`src/hdl/deq_pkg.sv`:
```
package deq_pkg;

    localparam int CAPACITY   = 16;
    localparam int WORD_BITS  = 32;
    localparam int FIELD_BITS = 32;
    localparam int COUNT_BITS = 5;
    localparam int IDX_W      = (CAPACITY > 1) ? $clog2(CAPACITY) : 1;
    localparam int CNT_W      = $clog2(CAPACITY + 1);
    localparam int SUM_W      = CNT_W + 1;

    localparam logic [2:0] REQ_PUSH_FRONT = 3'd0;
    localparam logic [2:0] REQ_PUSH_REAR  = 3'd1;
    localparam logic [2:0] REQ_POP_FRONT  = 3'd2;
    localparam logic [2:0] REQ_POP_REAR   = 3'd3;
    localparam logic [2:0] REQ_QUERY      = 3'd4;

    localparam logic [1:0] ST_OK        = 2'd0;
    localparam logic [1:0] ST_UNDERFLOW = 2'd1;
    localparam logic [1:0] ST_OVERFLOW  = 2'd2;

    typedef logic [WORD_BITS-1:0] t_word;

    typedef struct packed {
        logic        [2:0]            req_type;
        logic signed [FIELD_BITS-1:0] push_value;
    } t_deq_in;

    typedef struct packed {
        logic signed [FIELD_BITS-1:0] pop_value;
        logic        [1:0]            status;
        logic        [COUNT_BITS-1:0] entry_count;
        logic                         is_empty;
        logic signed [FIELD_BITS-1:0] front_value;
        logic signed [FIELD_BITS-1:0] rear_value;
    } t_deq_out;

    function automatic t_word field_to_word(logic signed [FIELD_BITS-1:0] v);
        logic signed [63:0] wide;
        wide = 64'(v);
        return wide[WORD_BITS-1:0];
    endfunction

    function automatic logic signed [FIELD_BITS-1:0] word_to_field(t_word w);
        logic signed [WORD_BITS-1:0] s;
        logic signed [63:0]          wide;
        s    = w;
        wide = 64'(s);
        return wide[FIELD_BITS-1:0];
    endfunction

endpackage

```
`src/hdl/double_ended_queue.sv`:
```
// Double-ended queue of signed words held in a ring buffer of CAPACITY entries.
// Input channel: i_in_valid / o_in_stall carry a request (push front, push
// rear, pop front, pop rear or query) with its push word. Output channel:
// o_out_valid / i_out_stall carry one result per request: the popped word,
// the status, the entry count, the empty flag and the front and rear words.
// A transfer happens on a rising edge where valid is high and stall is low.
// Front and rear words are cached in registers; the ring memory has one
// write port and one registered read port. Pushes, queries, failed pops and
// pops that leave at most one word produce their result in the cycle after the
// transfer and the next request may follow at once. A pop that leaves two or
// more words reads the new end word from the memory in a fetch state first.
// The result sits in an output register; a new request is taken only when
// that register is empty or drains in the same cycle, so a stalled receiver
// holds off the input side after one result. Synchronous reset empties the
// queue and drops any pending result; memory contents are not cleared.
module double_ended_queue (
    input  logic             i_clk,
    input  logic             i_rst_n,
    input  logic             i_in_valid,
    output logic             o_in_stall,
    input  deq_pkg::t_deq_in i_in,
    output logic             o_out_valid,
    input  logic             i_out_stall,
    output deq_pkg::t_deq_out o_out
);
    import deq_pkg::*;

    typedef enum logic {S_IDLE, S_FETCH} t_state;

    t_state              r_state, n_state;
    logic                r_out_valid, n_out_valid;
    t_deq_out            r_out, n_out;
    logic [IDX_W-1:0]    r_front_idx, n_front_idx;
    logic [CNT_W-1:0]    r_count, n_count;
    t_word               r_front_word, n_front_word;
    t_word               r_rear_word, n_rear_word;
    t_word               r_pop_word, n_pop_word;
    logic                r_fetch_front, n_fetch_front;

    t_word               r_mem [CAPACITY];
    t_word               r_rd_data;
    logic                w_wr_en;
    logic [IDX_W-1:0]    w_wr_addr;
    logic [IDX_W-1:0]    w_rd_addr;
    t_word               w_word;
    logic                w_accept;
    logic [IDX_W-1:0]    w_front_dec;
    logic [IDX_W-1:0]    w_front_inc;
    logic [IDX_W-1:0]    w_tail_idx;
    logic [IDX_W-1:0]    w_rear_prev;
    logic                w_full;
    logic                w_empty;
    logic                w_many;

    function automatic logic [IDX_W-1:0] ring_pos(logic [IDX_W-1:0] base,
                                                  logic [CNT_W-1:0] off);
        logic [SUM_W-1:0] sum;
        sum = SUM_W'(base) + SUM_W'(off);
        if (sum >= SUM_W'(CAPACITY)) begin
            sum = sum - SUM_W'(CAPACITY);
        end
        return sum[IDX_W-1:0];
    endfunction

    function automatic t_deq_out make_out(t_word pop_w, logic [1:0] status,
                                          logic [CNT_W-1:0] cnt, t_word fw, t_word rw);
        t_deq_out res;
        res.pop_value   = word_to_field(pop_w);
        res.status      = status;
        res.entry_count = COUNT_BITS'(cnt);
        res.is_empty    = (cnt == '0);
        res.front_value = (cnt == '0) ? '0 : word_to_field(fw);
        res.rear_value  = (cnt == '0) ? '0 : word_to_field(rw);
        return res;
    endfunction

    assign o_in_stall  = !i_rst_n || (r_state != S_IDLE) || (r_out_valid && i_out_stall);
    assign w_accept    = i_in_valid && !o_in_stall;
    assign o_out_valid = r_out_valid;
    assign o_out       = r_out;

    assign w_word      = field_to_word(i_in.push_value);
    assign w_full      = (r_count == CNT_W'(CAPACITY));
    assign w_empty     = (r_count == '0);
    assign w_many      = (r_count > CNT_W'(2));
    assign w_front_dec = (r_front_idx == '0) ? IDX_W'(CAPACITY - 1) : r_front_idx - 1'b1;
    assign w_front_inc = (r_front_idx == IDX_W'(CAPACITY - 1)) ? '0 : r_front_idx + 1'b1;
    assign w_tail_idx  = ring_pos(r_front_idx, r_count);
    assign w_rear_prev = ring_pos(r_front_idx, r_count - CNT_W'(2));

    always_comb begin
        n_state       = r_state;
        n_out_valid   = r_out_valid && i_out_stall;
        n_out         = r_out;
        n_front_idx   = r_front_idx;
        n_count       = r_count;
        n_front_word  = r_front_word;
        n_rear_word   = r_rear_word;
        n_pop_word    = '0;
        n_fetch_front = r_fetch_front;
        w_wr_en       = 1'b0;
        w_wr_addr     = w_tail_idx;
        w_rd_addr     = w_rear_prev;
        case (r_state)
            S_IDLE: begin
                if (w_accept) begin
                    n_out_valid = 1'b1;
                    n_out       = make_out('0, ST_OK, r_count, r_front_word, r_rear_word);
                    case (i_in.req_type)
                        REQ_PUSH_FRONT, REQ_PUSH_REAR: begin
                            if (w_full) begin
                                n_out.status = ST_OVERFLOW;
                            end else begin
                                w_wr_en = 1'b1;
                                n_count = r_count + 1'b1;
                                if (i_in.req_type == REQ_PUSH_FRONT) begin
                                    w_wr_addr    = w_front_dec;
                                    n_front_idx  = w_front_dec;
                                    n_front_word = w_word;
                                    if (w_empty) begin
                                        n_rear_word = w_word;
                                    end
                                end else begin
                                    n_rear_word = w_word;
                                    if (w_empty) begin
                                        n_front_word = w_word;
                                    end
                                end
                                n_out = make_out('0, ST_OK, n_count, n_front_word,
                                                 n_rear_word);
                            end
                        end
                        REQ_POP_FRONT, REQ_POP_REAR: begin
                            if (w_empty) begin
                                n_out.status = ST_UNDERFLOW;
                            end else begin
                                n_count = r_count - 1'b1;
                                if (i_in.req_type == REQ_POP_FRONT) begin
                                    n_pop_word    = r_front_word;
                                    n_front_idx   = w_front_inc;
                                    n_front_word  = r_rear_word;
                                    n_fetch_front = 1'b1;
                                    w_rd_addr     = w_front_inc;
                                end else begin
                                    n_pop_word    = r_rear_word;
                                    n_rear_word   = r_front_word;
                                    n_fetch_front = 1'b0;
                                end
                                if (w_many) begin
                                    n_state     = S_FETCH;
                                    n_out_valid = 1'b0;
                                end else begin
                                    n_out = make_out(n_pop_word, ST_OK, n_count,
                                                     n_front_word, n_rear_word);
                                end
                            end
                        end
                        default: begin
                        end
                    endcase
                end
            end
            S_FETCH: begin
                n_state     = S_IDLE;
                n_out_valid = 1'b1;
                if (r_fetch_front) begin
                    n_front_word = r_rd_data;
                end else begin
                    n_rear_word = r_rd_data;
                end
                n_out = make_out(r_pop_word, ST_OK, r_count, n_front_word, n_rear_word);
            end
            default: begin
                n_state = S_IDLE;
            end
        endcase
    end

    always_ff @(posedge i_clk) begin
        if (!i_rst_n) begin
            r_state     <= S_IDLE;
            r_out_valid <= 1'b0;
            r_front_idx <= '0;
            r_count     <= '0;
        end else begin
            r_state     <= n_state;
            r_out_valid <= n_out_valid;
            r_front_idx <= n_front_idx;
            r_count     <= n_count;
        end
        r_out         <= n_out;
        r_front_word  <= n_front_word;
        r_rear_word   <= n_rear_word;
        r_pop_word    <= n_pop_word;
        r_fetch_front <= n_fetch_front;
    end

    always_ff @(posedge i_clk) begin
        if (w_wr_en) begin
            r_mem[w_wr_addr] <= w_word;
        end
        r_rd_data <= r_mem[w_rd_addr];
    end

endmodule

```
`config.mk`:
```
export PLATFORM = sky130hd
export DESIGN_NAME = double_ended_queue
export DESIGN_NICKNAME = d
export VERILOG_FILES = /design/src/hdl/deq_pkg.sv /design/src/hdl/double_ended_queue.sv
export SDC_FILE = /design/constraint.sdc
export NUM_CORES = 1
export LEC_CHECK = 0
export BUFFER_PORTS_ARGS = -buffer_cell sky130_fd_sc_hd__buf_4
export CORE_MARGIN = 10
export CORE_UTILIZATION = 45
export CTS_BUF_LIST = sky130_fd_sc_hd__clkbuf_8
export DETAILED_ROUTE_END_ITERATION = 8
export PLACE_DENSITY = 0.58
export SYNTH_ARGS = -nofsm -noshare
export SYNTH_HDL_FRONTEND = slang
export SYNTH_SLANG_ARGS = --single-unit
```
`constraint.sdc`:
```
create_clock -name i_clk -period 12.7 [get_ports i_clk]
set_input_delay 1.905 -clock i_clk [delete_from_list [all_inputs] [get_ports i_clk]]
set_output_delay 1.905 -clock i_clk [all_outputs]
set_load 0.02 [all_outputs]
```
## Word level (Yosys, flattened, before mapping)

Memories as Yosys holds them, arrays and structs flattened. A register that Yosys moved wholly into a read port is not among the register bits.
Cells that the tools add are included.
W data, S select, Z words.

| word-level totals | value |
|---|---|
| register bits after elaboration | 212 |
| bits in writable memories | 512 |
| input bits | 39 |
| output and inout port bits | 106 |
| memories kept | 1 |

| cells by class | value |
|---|---|
| add/sub/neg operators | 9 |
| magnitude comparators | 3 |
| eq/ne operators | 13 |
| muxes and demuxes | 72 |
| bitwise gates (word level) | 4 |
| reduce and logical (&&, ||, !) cells | 19 |

Memory list:

| name | words | bits a word | read ports | clocked after Yosys merged registers in | write ports | RTL line | source |
|---|---|---|---|---|---|---|---|
| r_mem | 16 | 32 | 1 | 1 | 1 | double_ended_queue.sv:40 | `t_word r_mem [CAPACITY];` |

Operator list:

| kind | count |
|---|---|
| $mux W32 | 21 |
| $pmux W104 S2 | 2 |
| $pmux W32 S2 | 4 |
| $mux W104 | 2 |
| $mux W70 | 2 |
| $mux W4 | 18 |
| $logic_not A5 Y1 | 3 |
| $mux W1 | 15 |
| $add A4 B5 Y6 | 2 |
| $ge A6 B5 Y1 const B | 2 |
| $sub A4 B1 Y4 const B | 3 |
| $mux W5 | 2 |
| $ne A2 B2 Y1 const B | 5 |
| $pmux W5 S2 | 1 |
| $pmux W4 S2 | 1 |
| $reduce_and A4 Y1 | 2 |
| $reduce_and A7 Y1 | 1 |
| $eq A3 B2 Y1 const B | 2 |
| $ne A3 B3 Y1 const B | 2 |
| $add A5 B1 Y5 const B | 1 |
| $eq A5 B5 Y1 const B | 1 |
| $gt A5 B2 Y1 const B | 1 |
| $reduce_and A5 Y1 | 1 |
| $sub A5 B1 Y5 const B | 1 |
| other kinds (16) | 25 |

## Logic depth before layout (Yosys ltp)

| logic depth | value |
|---|---|
| word-level depth | 9 |
| depth in mapped cells | 15 |

## Least setup slack after synthesis

OpenSTA, ideal clock, no wires.

| path | value |
|---|---|
| path kind | input-to-reg |
| start | input port i_out_stall |
| end | register r_out, in the netlist o_out[0], enable pin |
| data arrival time | 4.799 ns |
| required time | 12.220 ns |
| path slack | 7.421 ns |
| cell stages on the path | 3 |
| path buffers | 0 |
| cell sequence | a21oi_1 nand3_1 nand2b_1 |

| on the way | value |
|---|---|
| cells in the longest elaborated chain, start to end | 5 |

Ends and longest elaborated chain:

| element | RTL line | source |
|---|---|---|
| from (decl) | double_ended_queue.sv:23 | `input logic i_out_stall,` |
| $logic_and A1 B1 Y1 | double_ended_queue.sv:77 | `assign o_in_stall = !i_rst_n \|\| (r_state != S_IDLE) \|\| (r_out_valid && i_out_stall);` |
| $logic_or A1 B1 Y1 | double_ended_queue.sv:77 |  |
| $logic_not A1 Y1 | double_ended_queue.sv:78 | `assign w_accept = i_in_valid && !o_in_stall;` |
| $logic_and A1 B1 Y1 | double_ended_queue.sv:78 |  |
| $ne A2 B2 Y1 (no source line) | -- |  |
| to (signal assigned) | double_ended_queue.sv:191 | `r_out <= n_out;` |
| to (decl) | double_ended_queue.sv:32 | `t_deq_out r_out, n_out;` |

No other way between the ends.
A chain may end at the register's enable or synchronous reset.

## Final worst setup path

| path | value |
|---|---|
| start | input port i_in[34] (netlist bit) |
| end | register r_rd_data[23], read port of r_mem |

| on the way | value |
|---|---|
| cells in the longest elaborated chain, start to end | 6 |
| elaborated cells between the ends (all ways) | 8 |
| classes of those cells | 2 x eq/ne; 5 x mux; 1 x reduce/logical |

Ends and longest elaborated chain:

| element | RTL line | source |
|---|---|---|
| from (decl) | double_ended_queue.sv:21 | `input deq_pkg::t_deq_in i_in,` |
| $eq A3 B2 Y1 | double_ended_queue.sv:109, double_ended_queue.sv:138 |  |
| $mux W4 | double_ended_queue.sv:138 | `if (i_in.req_type == REQ_POP_FRONT) begin` |
| $mux W4 | double_ended_queue.sv:134 | `if (w_empty) begin` |
| $mux W4 (*) | double_ended_queue.sv:109 | `case (i_in.req_type)` |
| $mux W4 (*) | double_ended_queue.sv:106 | `if (w_accept) begin` |
| $mux W4 (*) | double_ended_queue.sv:104 | `case (r_state)` |
| to (decl) | double_ended_queue.sv:41 | `t_word r_rd_data;` |

Every way passes the cells marked *; elsewhere a longest branch is shown, timed or not.

==> metrics.cfg <==
[critical_path]
critPathTopFamily = buffers and inverters
cpPeakStageDelay_ns = 1.00
regToRegSetupSlack_ns = 7.17
worst-path-buf-inv = 6
worstPathArrival_ns = 7.44
critPathCaptureType = flop
worst_path_max_delay_cell = buf_4
cp_max_fo = 94
path_class = input pin to flop
cp-start-kind = input pin
crit_required_ns = 13.30
crit_chain = buf_4 -> nand2b_1 -> buf_4 -> or2_1 -> buf_4 -> inv_6 -> nand2_4 -> o21ai_4 -> buf_4 -> nand2_8 -> buf_4 -> mux2_2 -> o211ai_1 -> or4b_1
cpMostUsedCell = buf_4

[timing]
finClkSkew_ns = 0.0315
fin_crit_sh = 0.538
rsz0062_at_grt = false
setup_viol = 0
hold_viol_final = 0
max_freq_ghz = 0.146
period_minus_slack_ns = 6.84
fin_tns_setup_ns = 0
drv_slew = 0
relSlewSlack = 0.217
worst_slew_pin_slew_ns = 1.17

[logic_synthesis]
syn_inst = 2820
syn_area_per_cell_um2 = 12.4
yosysSeqAreaShare = 0.630
synth.distinct_cells = 69
async_reset_ff_frac = 0
syn_nets = 2877
ys_warn_count = 0
synth_seq_cells = 756
synthFlopType = edfxtp_1
netlist_area_um2 = 34900
synth_edf_count = 681

[floorplanning]
die_w_um = 298
core_area_um2 = 76300
num_rows = 101
die_area_um2 = 89000
start_util = 0.457
top_level_ports = 145
die_y_um = 298

[clock_tree]
clk_pin_slew_ns = 0.06
cts.repair.resized = 0
clk_latency_ns = 0.75
holdBufCountCts = 0
clockBufferDepth = 3
cts_tree = built
htree_levels = 3
cts_buffers = 119
post_cts_buffers = 0
clkSinkCount = 756
root_buffer = clkbuf_8

[routing]
wl_per_cell_um = 25.7
via_per_inst = 6.19
routed_wl_um = 104000
drcViolationCount = 0
drtIter0Drc = 2770
dr.pass1.iters = 5
num_vias = 25023
ant_nets = 0

[final_layout]
register_area_um2 = 22000
drive_gt1_frac = 0.182
multi_input_area_um2 = 12100
fillCellCount = 6586
area_growth_pct = 12.6
nets = 2964
fin_cells = 4045

[power_and_ir_drop]
powerDensity_nw_per_um2 = 136
irDropWorstVdd_mv = 0.0675
power.leakage_nw = 13.8

[global_route]
grt_pass1_wl_um = 154000
grt_antenna_before_repair = 4
grt_pass1_vias = 24541
grt-ovfl-total = 0
grt_max_degree = 219
grt_usage = 0.223

[worst_hold_path]
hold_class = flop to flop

[run]
drv_cap = 0

[run_status]
status = completed

[placement]
place_congestion = 0.838
dp_hpwl_um = 58400
port_buffers = 144
post-place-cells = 3816

flip-flops by register name, summed over array words and instances (netlist names), 4 cells and up:
signal,flops
o_out,104
r_count,5
r_front_idx,4
r_front_word,32
r_mem,512
r_pop_word,32
r_rd_data,32
r_rear_word,32
cells in the mapped netlist, types with 4 or more instances:
cell	count	area (um^2)
a211oi_1	16	120
a211oi_2	20	250
a21boi_0	99	743
a21oi_1	148	741
a221o_1	61	611
a221oi_1	65	569
a311oi_1	33	289
a31oi_1	5	31.3
and2_1	5	31.3
and3_1	36	225
buf_2	39	195
buf_4	10	75.1
buf_6	10	113
clkbuf_1	174	653
dfxtp_1	75	1500
edfxtp_1	681	20400
ha_1	16	200
inv_1	12	45.0
mux2_2	123	1390
mux2i_1	103	1030
nand2_1	346	1300
nand2b_1	6	37.5
nand3_1	71	355
nor2_1	224	841
nor2b_1	5	31.3
nor3_1	7	35.0
nor3b_1	4	30.0
o211ai_1	32	240
o21ai_0	197	986
o221ai_1	30	263
o31ai_1	35	263
o41ai_1	33	289
or4b_1	31	310
xnor2_1	11	96.3
xor2_1	6	52.6
metal layers:
metal	GRT usage	vias to the layer above	routed length, um
met5	0	-	19
met4	0.0839	4	2800
met1	0.306	12603	45400
met2	0.352	1146	47900
met3	0.0368	236	7720
li1	-	11034	-
worst min-delay path, delay by kind of cell, from the launching register on:
kind	cells	cell delay [ns]
flip-flops	1	0.30
AND/OR/NAND/NOR	1	0.05
AO/OA/AOI/OAI	1	0.05
per-stage QoR:
step	hold slack (ns)	area [um^2]	total power, mW	utilization	worst slack (ns)
after floorplan	0.478	34900	3.15	-	7.42
after global placement	0.492	36900	3.35	0.484	5.39
after detailed placement	0.492	36900	3.36	0.484	5.29
after CTS	0.506	39200	5.37	0.514	6.06
after global routing	0.523	39200	5.53	0.514	5.65
final	0.503	39300	5.33	0.514	5.86
cells in the final DEF, fill, tap and decap left out, drive strengths merged, types with 38 or more instances in the layout:
cell type  count
nand2        348
o21ai        199
a221o         61
a221oi        65
mux2         127
nand3         71
a21oi        148
buf          202
dfxtp         75
clkinv        38
a21boi        99
edfxtp       681
inv           64
nor2         225
mux2i        104
clkbuf       130
final cells by class:
type	count	area share
Inverter	13	0.00137
Timing Repair Buffer	202	0.0390
Multi-Input combinational cell	1815	0.308
Clock buffer	130	0.0456
Antenna cell	3	0.000191
Tap cell	1030	0.0328
Sequential cell	756	0.559
Clock inverter	96	0.0140
power breakdown:
part           total, mW  internal, mW  switching [mW]
clock network       2.01          1.04           0.968
logic              0.491         0.168           0.323
registers           2.83          2.77          0.0583
total               5.33          3.98            1.35
logic make-up after synthesis:
logic type,count (synthesis),share of synthesized area
fa+ha+maj,18,0.00689
buf+inv,249,0.0316
xor+xnor,17,0.00427
mux,231,0.0711
simple gates,751,0.0956
compound gates,798,0.161
flops,756,0.630
worst paths after layout:
| path | cells past startpoint | endpoint | from |
|---|---|---|---|
| worst max-delay path | 14 | r_rd_data[23] | i_in[34] |
| worst min-delay path | 2 | o_out[93] | r_pop_word[21] |
| worst max register to register | 12 | r_rd_data[23] | r_count[1] |
| worst min register to register | 2 | o_out[93] | r_pop_word[21] |
No activity file was read; power rests on OpenSTA's default activity.
